<file path="config.mk">
export PLATFORM = sky130hd
export DESIGN_NAME = fault_latch_priority_reporter_core
export DESIGN_NICKNAME = d
export VERILOG_FILES = /design/src/hdl/flpr_pkg.sv /design/src/hdl/flpr_select.sv /design/src/hdl/fault_latch_priority_reporter_core.sv
export SDC_FILE = /design/constraint.sdc
export NUM_CORES = 1
export LEC_CHECK = 0
export ABC_AREA = 1
export BUFFER_PORTS_ARGS = -buffer_cell sky130_fd_sc_hd__buf_2
export CAP_MARGIN = 15
export CORE_MARGIN = 5
export CORE_UTILIZATION = 40
export DETAILED_ROUTE_END_ITERATION = 6
export PLACE_DENSITY = 0.64
export SKIP_LAST_GASP = 1
export SYNTH_ARGS = -nofsm -noshare
export SYNTH_HDL_FRONTEND = slang
export SYNTH_SLANG_ARGS = --single-unit
</file>
<file path="constraint.sdc">
create_clock -name clk -period 3.5 [get_ports clk]
set_input_delay 0.35 -clock clk [delete_from_list [all_inputs] [get_ports clk]]
set_output_delay 0.35 -clock clk [all_outputs]
set_load 0.03 [all_outputs]
</file>
<file path="src/hdl/flpr_pkg.sv">
// Package: request/result types and codes for the fault latch priority reporter.
`timescale 1ns / 1ps
`default_nettype none
package flpr_pkg;

  localparam int NUM_LATCH = 6;
  localparam int IDX_OV    = 0;
  localparam int IDX_UV    = 1;
  localparam int IDX_OC    = 2;
  localparam int IDX_OT    = 3;
  localparam int IDX_LINK1 = 4;
  localparam int IDX_LINK2 = 5;

  localparam logic [2:0] CMD_ELEC  = 3'd0;
  localparam logic [2:0] CMD_TEMP  = 3'd1;
  localparam logic [2:0] CMD_COMM  = 3'd2;
  localparam logic [2:0] CMD_CLEAR = 3'd3;
  localparam logic [2:0] CMD_TICK  = 3'd4;

  localparam logic [1:0] COMM_LINK1 = 2'd0;
  localparam logic [1:0] COMM_LINK2 = 2'd1;

  localparam logic [2:0] SRC_NONE = 3'd0;

  localparam logic [1:0] REG_OV_LIMIT = 2'd0;
  localparam logic [1:0] REG_UV_LIMIT = 2'd1;
  localparam logic [1:0] REG_OC_LIMIT = 2'd2;
  localparam logic [1:0] REG_OT_LIMIT = 2'd3;

  localparam logic [15:0] OV_LIMIT_RST = 16'd4200;
  localparam logic [15:0] UV_LIMIT_RST = 16'd3000;
  localparam logic [14:0] OC_LIMIT_RST = 15'd20000;
  localparam logic [7:0]  OT_LIMIT_RST = 8'd190;

  typedef struct packed {
    logic [2:0]         cmd;
    logic [15:0]        voltage_mv;
    logic signed [15:0] current_raw;
    logic [7:0]         temp_code;
    logic [1:0]         comm_source;
    logic               comm_active;
    logic [7:0]         error_code;
  } in_req_t;

  typedef struct packed {
    logic [2:0]  fault_source;
    logic        fault_severity;
    logic [15:0] fault_value;
  } out_res_t;

endpackage
`default_nettype wire

</file>
<file path="src/hdl/flpr_select.sv">
// Priority selection of the highest active fault latch.
`timescale 1ns / 1ps
`default_nettype none
module flpr_select (
  input  wire logic [5:0]       act,
  input  wire logic [5:0][15:0] val,
  output flpr_pkg::out_res_t    pick
);
  import flpr_pkg::*;

  always_comb begin
    pick = '0;
    pick.fault_source = SRC_NONE;
    // lowest index wins: scan from the bottom of the order up
    for (int i = NUM_LATCH - 1; i >= 0; i--) begin
      if (act[i]) begin
        pick.fault_source   = 3'(i + 1);
        pick.fault_severity = (i <= IDX_OC);
        pick.fault_value    = val[i];
      end
    end
  end

endmodule
`default_nettype wire

</file>
<file path="src/hdl/fault_latch_priority_reporter_core.sv">
// Top level: fault latches, change-only reporting and output skid stage.
//
//  channel | dir | handshake         | payload
//  in_     | in  | in_valid/in_stall | in_req  (flpr_pkg::in_req_t)
//  out_    | out | out_valid/out_stall| out_res (flpr_pkg::out_res_t)
//  cfg_    | in  | cfg_we            | cfg_addr, cfg_wdata
//
// One request per cycle unless in_stall; latch update and tick selection are
// one pass from the latch registers to the result register (or the skid register
// while it is held). A two-entry output stage (result + skid) keeps requests
// flowing while a report waits; in_stall rises only when the skid is full.
// Reset (synchronous) clears latches, sent record, limits to defaults, out_valid.
`timescale 1ns / 1ps
`default_nettype none
module fault_latch_priority_reporter_core (
  input  wire logic               clk,
  input  wire logic               rst_n,
  input  wire logic               in_valid,
  output logic                    in_stall,
  input  wire flpr_pkg::in_req_t  in_req,
  output logic                    out_valid,
  input  wire logic               out_stall,
  output flpr_pkg::out_res_t      out_res,
  input  wire logic               cfg_we,
  input  wire logic [1:0]         cfg_addr,
  input  wire logic [15:0]        cfg_wdata
);
  import flpr_pkg::*;

  logic [15:0] ov_limit_r, uv_limit_r;
  logic [14:0] oc_limit_r;
  logic [7:0]  ot_limit_r;

  logic [5:0]       act_r, act_nxt;
  logic [5:0][15:0] val_r, val_nxt;

  logic        sent_valid_r;
  logic [2:0]  sent_source_r;
  logic [15:0] sent_value_r;

  logic     out_valid_r, skid_valid_r;
  out_res_t out_res_r, skid_res_r;

  logic     in_acc, is_tick, emit, out_pop;
  logic     ov_hit, uv_hit, oc_hit, ot_hit;
  out_res_t pick;

  flpr_select u_select (
    .act  (act_r),
    .val  (val_r),
    .pick (pick)
  );

  assign in_stall  = skid_valid_r;
  assign in_acc    = in_valid && !in_stall;
  assign out_valid = out_valid_r;
  assign out_res   = out_res_r;
  assign out_pop   = out_valid_r && !out_stall;

  assign ov_hit = in_req.voltage_mv > ov_limit_r;
  assign uv_hit = !ov_hit && (in_req.voltage_mv < uv_limit_r);
  assign oc_hit = !in_req.current_raw[15] && (in_req.current_raw[14:0] > oc_limit_r);
  assign ot_hit = in_req.temp_code > ot_limit_r;

  assign is_tick = in_acc && (in_req.cmd == CMD_TICK);
  assign emit    = is_tick && !(sent_valid_r && pick.fault_source == sent_source_r &&
                                pick.fault_value == sent_value_r);

  always_comb begin
    act_nxt = act_r;
    val_nxt = val_r;
    if (in_acc) begin
      unique case (in_req.cmd)
        CMD_ELEC: begin
          act_nxt[IDX_OV] = ov_hit;
          val_nxt[IDX_OV] = ov_hit ? in_req.voltage_mv : 16'd0;
          act_nxt[IDX_UV] = uv_hit;
          val_nxt[IDX_UV] = uv_hit ? in_req.voltage_mv : 16'd0;
          act_nxt[IDX_OC] = oc_hit;
          val_nxt[IDX_OC] = oc_hit ? 16'(in_req.current_raw) : 16'd0;
        end
        CMD_TEMP: begin
          act_nxt[IDX_OT] = ot_hit;
          val_nxt[IDX_OT] = ot_hit ? {8'd0, in_req.temp_code} : 16'd0;
        end
        CMD_COMM: begin
          if (in_req.comm_source == COMM_LINK1) begin
            act_nxt[IDX_LINK1] = in_req.comm_active;
            val_nxt[IDX_LINK1] = in_req.comm_active ? {8'd0, in_req.error_code} : 16'd0;
          end else if (in_req.comm_source == COMM_LINK2) begin
            act_nxt[IDX_LINK2] = in_req.comm_active;
            val_nxt[IDX_LINK2] = in_req.comm_active ? {8'd0, in_req.error_code} : 16'd0;
          end
        end
        CMD_CLEAR: begin
          act_nxt = '0;
          val_nxt = '0;
        end
        default: begin
        end
      endcase
    end
  end

  always_ff @(posedge clk) begin
    if (!rst_n) begin
      ov_limit_r <= OV_LIMIT_RST;
      uv_limit_r <= UV_LIMIT_RST;
      oc_limit_r <= OC_LIMIT_RST;
      ot_limit_r <= OT_LIMIT_RST;
    end else if (cfg_we) begin
      unique case (cfg_addr)
        REG_OV_LIMIT: ov_limit_r <= cfg_wdata;
        REG_UV_LIMIT: uv_limit_r <= cfg_wdata;
        REG_OC_LIMIT: oc_limit_r <= cfg_wdata[14:0];
        REG_OT_LIMIT: ot_limit_r <= cfg_wdata[7:0];
        default: begin
        end
      endcase
    end
  end

  always_ff @(posedge clk) begin
    if (!rst_n) begin
      act_r         <= '0;
      val_r         <= '0;
      sent_valid_r  <= 1'b0;
      sent_source_r <= SRC_NONE;
      sent_value_r  <= '0;
    end else begin
      act_r <= act_nxt;
      val_r <= val_nxt;
      if (emit) begin
        sent_valid_r  <= 1'b1;
        sent_source_r <= pick.fault_source;
        sent_value_r  <= pick.fault_value;
      end
    end
  end

  always_ff @(posedge clk) begin
    if (!rst_n) begin
      out_valid_r  <= 1'b0;
      skid_valid_r <= 1'b0;
    end else if (skid_valid_r) begin
      if (out_pop) begin
        out_valid_r  <= 1'b1;
        skid_valid_r <= 1'b0;
      end
    end else if (!out_valid_r || out_pop) begin
      out_valid_r <= emit;
    end else if (emit) begin
      skid_valid_r <= 1'b1;
    end
  end

  always_ff @(posedge clk) begin
    if (skid_valid_r) begin
      if (out_pop) begin
        out_res_r <= skid_res_r;
      end
    end else if (!out_valid_r || out_pop) begin
      if (emit) begin
        out_res_r <= pick;
      end
    end else if (emit) begin
      skid_res_r <= pick;
    end
  end

  a_skid_behind_out: assert property (@(posedge clk) disable iff (!rst_n)
    skid_valid_r |-> out_valid_r)
    else $error("skid holds a result while the output register is empty");

  a_emit_lands: assert property (@(posedge clk) disable iff (!rst_n)
    emit |=> out_valid_r)
    else $error("report lost after a changed tick");

  a_clear_empties: assert property (@(posedge clk) disable iff (!rst_n)
    in_acc && in_req.cmd == CMD_CLEAR |=> act_r == '0 && val_r == '0)
    else $error("latches not cleared");

  a_sent_tracks: assert property (@(posedge clk) disable iff (!rst_n)
    emit |=> sent_valid_r && sent_source_r == $past(pick.fault_source))
    else $error("sent record not updated on report");

  a_no_emit_unchanged: assert property (@(posedge clk) disable iff (!rst_n)
    is_tick && sent_valid_r && pick.fault_source == sent_source_r &&
    pick.fault_value == sent_value_r |-> !emit)
    else $error("repeated report of unchanged fault");

endmodule
`default_nettype wire

</file>
==> results.toml, run 1 <==
[yosys]
ys_dominant_reg_cell = "dfxtp_1"
synth-edff-count = 40
synth_nets = 1361
ys_types = 36
synth.largest_area_cell = "dfxtp_1"
syn_inst = 1230
synthTopCellsByArea = "dfxtp_1 33%, nand2_1 13%, edfxtp_1 13%, a21oi_1 8.1%, ha_1 7.2%"
synth_area_per_cell_um2 = 7.60
async_flop_share = 0
yosysSeqAreaShare = 0.461
synth_area_um2 = 9350
ys_warn_count = 0
ys_ff_latch = 195
synth_top_area_share = 0.332

[detailed_routing]
vias = 8169
drtAntennaViolNets = 0
via_per_inst = 4.99
drc_errors = 0
wire_per_inst_um = 15.0
firstDrtPassIters = 5
drt_iter0_drc = 496
drt_wl_total_um = 24600

[final_layout]
final_common_cell = "nand2_1"
antenna_cells = 0
nNetsFinal = 1437
utilization = 0.458
final_cell_mix = "332 x nand2_1, 155 x dfxtp_1, 150 x a21oi_1"
syn2layout_area_growth_pct = 14.1
drive_gt1_frac = 0.131

[clock_network]
post-cts-setup-buffers = 0
clock_latency_ns = 0.43
clock_sinks = 195
clockBufferDepth = 2
ctsResizeCount = 0
htreeDepth = 4
cts-buffers-inserted = 17
path_clk_slew_ns = 0.07
cts_tree = "yes"
cts_hold_buf = 0
cts_root_buf = "clkbuf_16"

[hold_path]
hp-class = "input pin to flip-flop"
hold_path_end = "oc_limit_r[14]"
hold_path_depth = 3
min_from = "cfg_wdata[14]"

[sta]
hold_viol_final = 0
fin_crit_ns = 3.15
slew_headroom = 0.457
setup_tns_ns = 0
timing.final.crit_share = 0.900
rsz0062_at_grt = "no"
skew_ns = 0.0117
fin_ws_ns = 0.351
fmaxAchievable_ghz = 0.318
report.final.setup_viol = 0
drv_slew = 0
tightest_slew_ns = 0.815

[setup_path]
crit_arrival_ns = 3.51
reg2reg_to = "val_r[43]"
reg2reg_from = "in_stall"
required_ns = 3.86
cp_max_fo = 25
setup.worst_path.class = "flip-flop to flip-flop"
start_kind = "flip-flop"
cp-end-kind = "flip-flop"
r2r_slack_ns = 0.35
r2r_cells = 10

[global_route]
grt_pass1_wl_um = 40200
grt_pass1_vias = 7587
grt_usage = 0.190
antenna_found_initial = 0
grt_max_degree = 82
gr-total-overflow = 0

[power]
power.switching_uw = 1190
p_leak_uw = 0.00465
p_int_uw = 3610
p_comb_frac = 0.099
clock_power_share = 0.407
p_seq_frac = 0.494
p_sw_frac = 0.249
power_density_nw_per_um2 = 450
vdd_drop_max_mv = 0.356

[floorplanning]
ioPinCount = 99
die_w_um = 163
die_h_um = 163
initial_utilization = 0.402
die_area_um2 = 26500
core_um2 = 23300
rows = 56

[placed_design]
place_congestion = 0.877
dp_hpwl_um = 18200
pre_cts_ws_ns = 0.430
port-buffer-count = 98

[run]
cap_violations = 0

[outcome]
status = "complete, no violations"
## worst max-delay path, stage by stage, from the launching register on
cell,delay [ns]
dfxtp_1,0.52
clkinv_2,0.36
nand2_1,0.21
inv_2,0.17
nand3_2,0.09
nor2_2,0.28
inv_2,0.06
nor4_1,0.36
a21boi_2,0.67
nand2_1,0.18
a21oi_1,0.16
## state kept, by name, indices dropped and copies added, names as in the netlist
name           count
val_r             72
out_res           20
skid_res_r        20
ov_limit_r        16
sent_value_r      16
uv_limit_r        16
oc_limit_r        15
ot_limit_r         8
act_r              6
sent_source_r      3
in_stall           1
out_valid          1
sent_valid_r       1
## worst max path at each step
stage                  start             to  slack [ns]  cells after the start
finish              in_stall      val_r[43]        0.35                     10
global route        in_stall      val_r[43]         0.1                     10
CTS                 in_stall      val_r[35]        0.39                     10
detailed placement  in_stall      val_r[35]        0.43                     10
global placement    in_stall      val_r[43]        0.46                     10
floorplan           act_r[1]  skid_res_r[0]        0.73                     16
## routing by layer
metal  vias up  global-route usage  part of all wire  wire length [µm]
met1      3725               0.266              0.47             11600
met4         0              0.0579             0.020               498
met2       208               0.302              0.46             11300
li1       4202                   -                 -                 -
met5         -                   0                 0                 0
met3        34              0.0311             0.051              1250
## power groups by stage
stage	Combinational (µW)	Clock [µW]	Sequential (µW)
finish	473	1960	2370
global route	542	2080	2380
CTS	475	1990	2370
global placement	465	0	2420
detailed placement	472	0	2420
floorplan	299	0	2420
## cell usage after synthesis (9+ instances only)
cell type  instances
nor2_1           127
dfxtp_1          155
clkbuf_1          34
edfxtp_1          40
nand3_1           47
or2_2              9
a31oi_1           12
o21ai_0           84
o211ai_1          21
a21oi_1          151
nand2_1          332
inv_1             98
ha_1              54
## kinds of logic after synthesis
| logic type | count (synthesis) | share of synthesized area |
|---|---|---|
| compound gates | 275 | 0.157 |
| fa+ha+maj | 54 | 0.0723 |
| buf+inv | 163 | 0.0736 |
| flops | 195 | 0.461 |
| simple gates | 543 | 0.237 |
## layout make-up
type	count	area, µm²
Tap cell	319	399
Multi-Input combinational cell	872	4370
Sequential cell	195	4300
Clock inverter	11	125
Fill cell	2430	12600
Timing Repair Buffer	110	593
Clock buffer	21	460
Inverter	110	417
## stage by stage
stage	instances	hold WS [ns]	power [µW]	cell area, µm²
after global placement	1606	0.431	2890	10100
final	1638	0.163	4800	10700
after floorplan	1230	0.415	2720	9350
after global routing	1638	0.183	5000	10700
after detailed placement	1606	0.436	2890	10100
after CTS	1638	0.153	4840	10700
Note: power is estimated with default switching activity, not from simulation.
==> inputs of run 2 (changes only) <==
==> constraint.sdc (replaced) <==
create_clock -name clk -period 3.2 [get_ports clk]
set_input_delay 0.32 -clock clk [delete_from_list [all_inputs] [get_ports clk]]
set_output_delay 0.32 -clock clk [all_outputs]
set_load 0.03 [all_outputs]
==> results.toml, run 2 (synthesized netlist as in run 1, its figures left out) <==
[outcome]
status = "complete, no violations"

[power]
p_int_uw = 3900
vdd_drop_max_mv = 0.316
power_density_nw_per_um2 = 489
power.total_uw = 5220
p_seq_frac = 0.497
p_sw_frac = 0.253
power.switching_uw = 1320
p_leak_uw = 0.00467
clock_power_share = 0.404
p_comb_frac = 0.099

[global_route]
grt_pass1_vias = 7868
grt_usage = 0.187
grt_pass1_wl_um = 40000
gr-total-overflow = 0
grt_max_degree = 82
antenna_found_initial = 0

[clock_network]
clockBufferDepth = 2
post-cts-setup-buffers = 0
cts_root_buf = "clkbuf_16"
cts-buffers-inserted = 17
ctsResizeCount = 0
cts_hold_buf = 0
path_clk_slew_ns = 0.07
htreeDepth = 4
clock_sinks = 195
clock_latency_ns = 0.44
cts_tree = "yes"

[floorplanning]
die_w_um = 163
core_um2 = 23300
ioPinCount = 99
rows = 56
die_h_um = 163
die_area_um2 = 26500
initial_utilization = 0.402

[final_layout]
fill_cells = 2367
final_cell_mix = "332 x nand2_1, 155 x dfxtp_1, 150 x a21oi_1"
final_common_cell = "nand2_1"
syn2layout_area_growth_pct = 14.4
stdcell_count = 1641
multi_input_area_um2 = 4370
seqCellArea_um2 = 4300
antenna_cells = 0
drive_gt1_frac = 0.134
nNetsFinal = 1440
regMostFlops = "val_r"
largest_register_ff_count = 72

[setup_path]
reg2reg_to = "out_res[7]"
start_kind = "flip-flop"
cp-end-kind = "flip-flop"
reg2reg_from = "act_r[1]"
crit_arrival_ns = 2.91
required_ns = 3.26
critPathBufInv = 2
path_delay_family = "simple AND/OR/NAND/NOR gates"
r2r_slack_ns = 0.36
crit_slowest_cell = "dfxtp_1"
cp_max_fo = 20
setup.worst_path.class = "flip-flop to flip-flop"
path_common_cell = "nand2_1"
r2r_cells = 17
crit_chain = "buf_4 > nor2_2 > nor2_4 > nand2_1 > nand2_1 > nand2_1 > nand2_1 > nor2_1 > nand2_1 > nor2_1 > nand2_1 > nor2_1 > nand2_1 > nand2_2 > nand2_1 > nand2_1 > inv_1"
slowest_delay_ns = 0.55

[detailed_routing]
drt_iter0_drc = 534
vias = 8223
drtAntennaViolNets = 0
via_per_inst = 5.01
firstDrtPassIters = 5
drt_wl_total_um = 24500
drc_errors = 0
wire_per_inst_um = 14.9

[sta]
fin_ws_ns = 0.357
slew_headroom = 0.483
rsz0062_at_grt = "no"
hold_viol_final = 0
report.final.setup_viol = 0
drv_slew = 0
tightest_slew_ns = 0.776
timing.final.crit_share = 0.888
fin_crit_ns = 2.84
timing.hold.ws_ns = 0.139
fmaxAchievable_ghz = 0.352
setup_tns_ns = 0
skew_ns = 0.00816

[hold_path]
hold_path_depth = 3
hold_path_end = "ov_limit_r[12]"
min_from = "cfg_wdata[12]"
hp-class = "input pin to flip-flop"

[placed_design]
place_congestion = 0.865
dp_hpwl_um = 18200
pre_cts_ws_ns = 0.344
placed_cells = 1609
port-buffer-count = 98

[run]
cap_violations = 0
==> run 2: area by class of cell <==
| type | count | share of cell area |
|---|---|---|
| clock buffers | 23 | 0.0487 |
| repair buffers | 113 | 0.0576 |
| flip-flops and latches | 195 | 0.403 |
| clock inverters | 9 | 0.00620 |
| inverters | 110 | 0.0390 |
| multi-input cells | 872 | 0.408 |
| well taps | 319 | 0.0373 |
==> run 2: layer usage <==
metal,vias up,track usage,share of wire
li1,4196,-,-
met2,210,0.298,0.45
met4,0,0.0709,0.026
met5,-,0,0
met1,3774,0.256,0.47
met3,43,0.0309,0.049
==> run 2: stage by stage <==
step | util | instance area, µm²
2_1_floorplan | - | 9350
3_3_place_gp | 0.434 | 10100
3_5_place_dp | 0.434 | 10100
4_1_cts | 0.459 | 10700
5_1_grt | 0.459 | 10700
6_report | 0.459 | 10700
==> run 2: worst reg2reg max path: stages (launching register included) <==
cell and delay, ns:
dfxtp_1 0.55, buf_4 0.23, nor2_2 0.06, nor2_4 0.19
nand2_1 0.13, nand2_1 0.13, nand2_1 0.07, nand2_1 0.06
nor2_1 0.04, nand2_1 0.06, nor2_1 0.05, nand2_1 0.05
nor2_1 0.03, nand2_1 0.06, nand2_2 0.05, nand2_1 0.09
nand2_1 0.07, inv_1 0.55
==> run 2: power by group through the flow <==
stage               Combinational [µW]  Sequential, µW  Clock (µW)
finish                             517            2590        2110
global route                       594            2600        2230
floorplan                          327            2650           0
detailed placement                 517            2650           0
global placement                   505            2650           0
CTS                                519            2590        2140
==> run 2: worst max-delay path by stage <==
| stage | startpoint | to | depth (start not counted) |
|---|---|---|---|
| 6_report | act_r[1] | out_res[7] | 17 |
| 5_1_grt | act_r[1] | out_res[6] | 17 |
| 4_1_cts | act_r[1] | out_res[6] | 17 |
| 3_5_place_dp | act_r[1] | out_res[15] | 17 |
| 3_3_place_gp | act_r[1] | out_res[10] | 17 |
| 2_1_floorplan | act_r[1] | skid_res_r[0] | 16 |
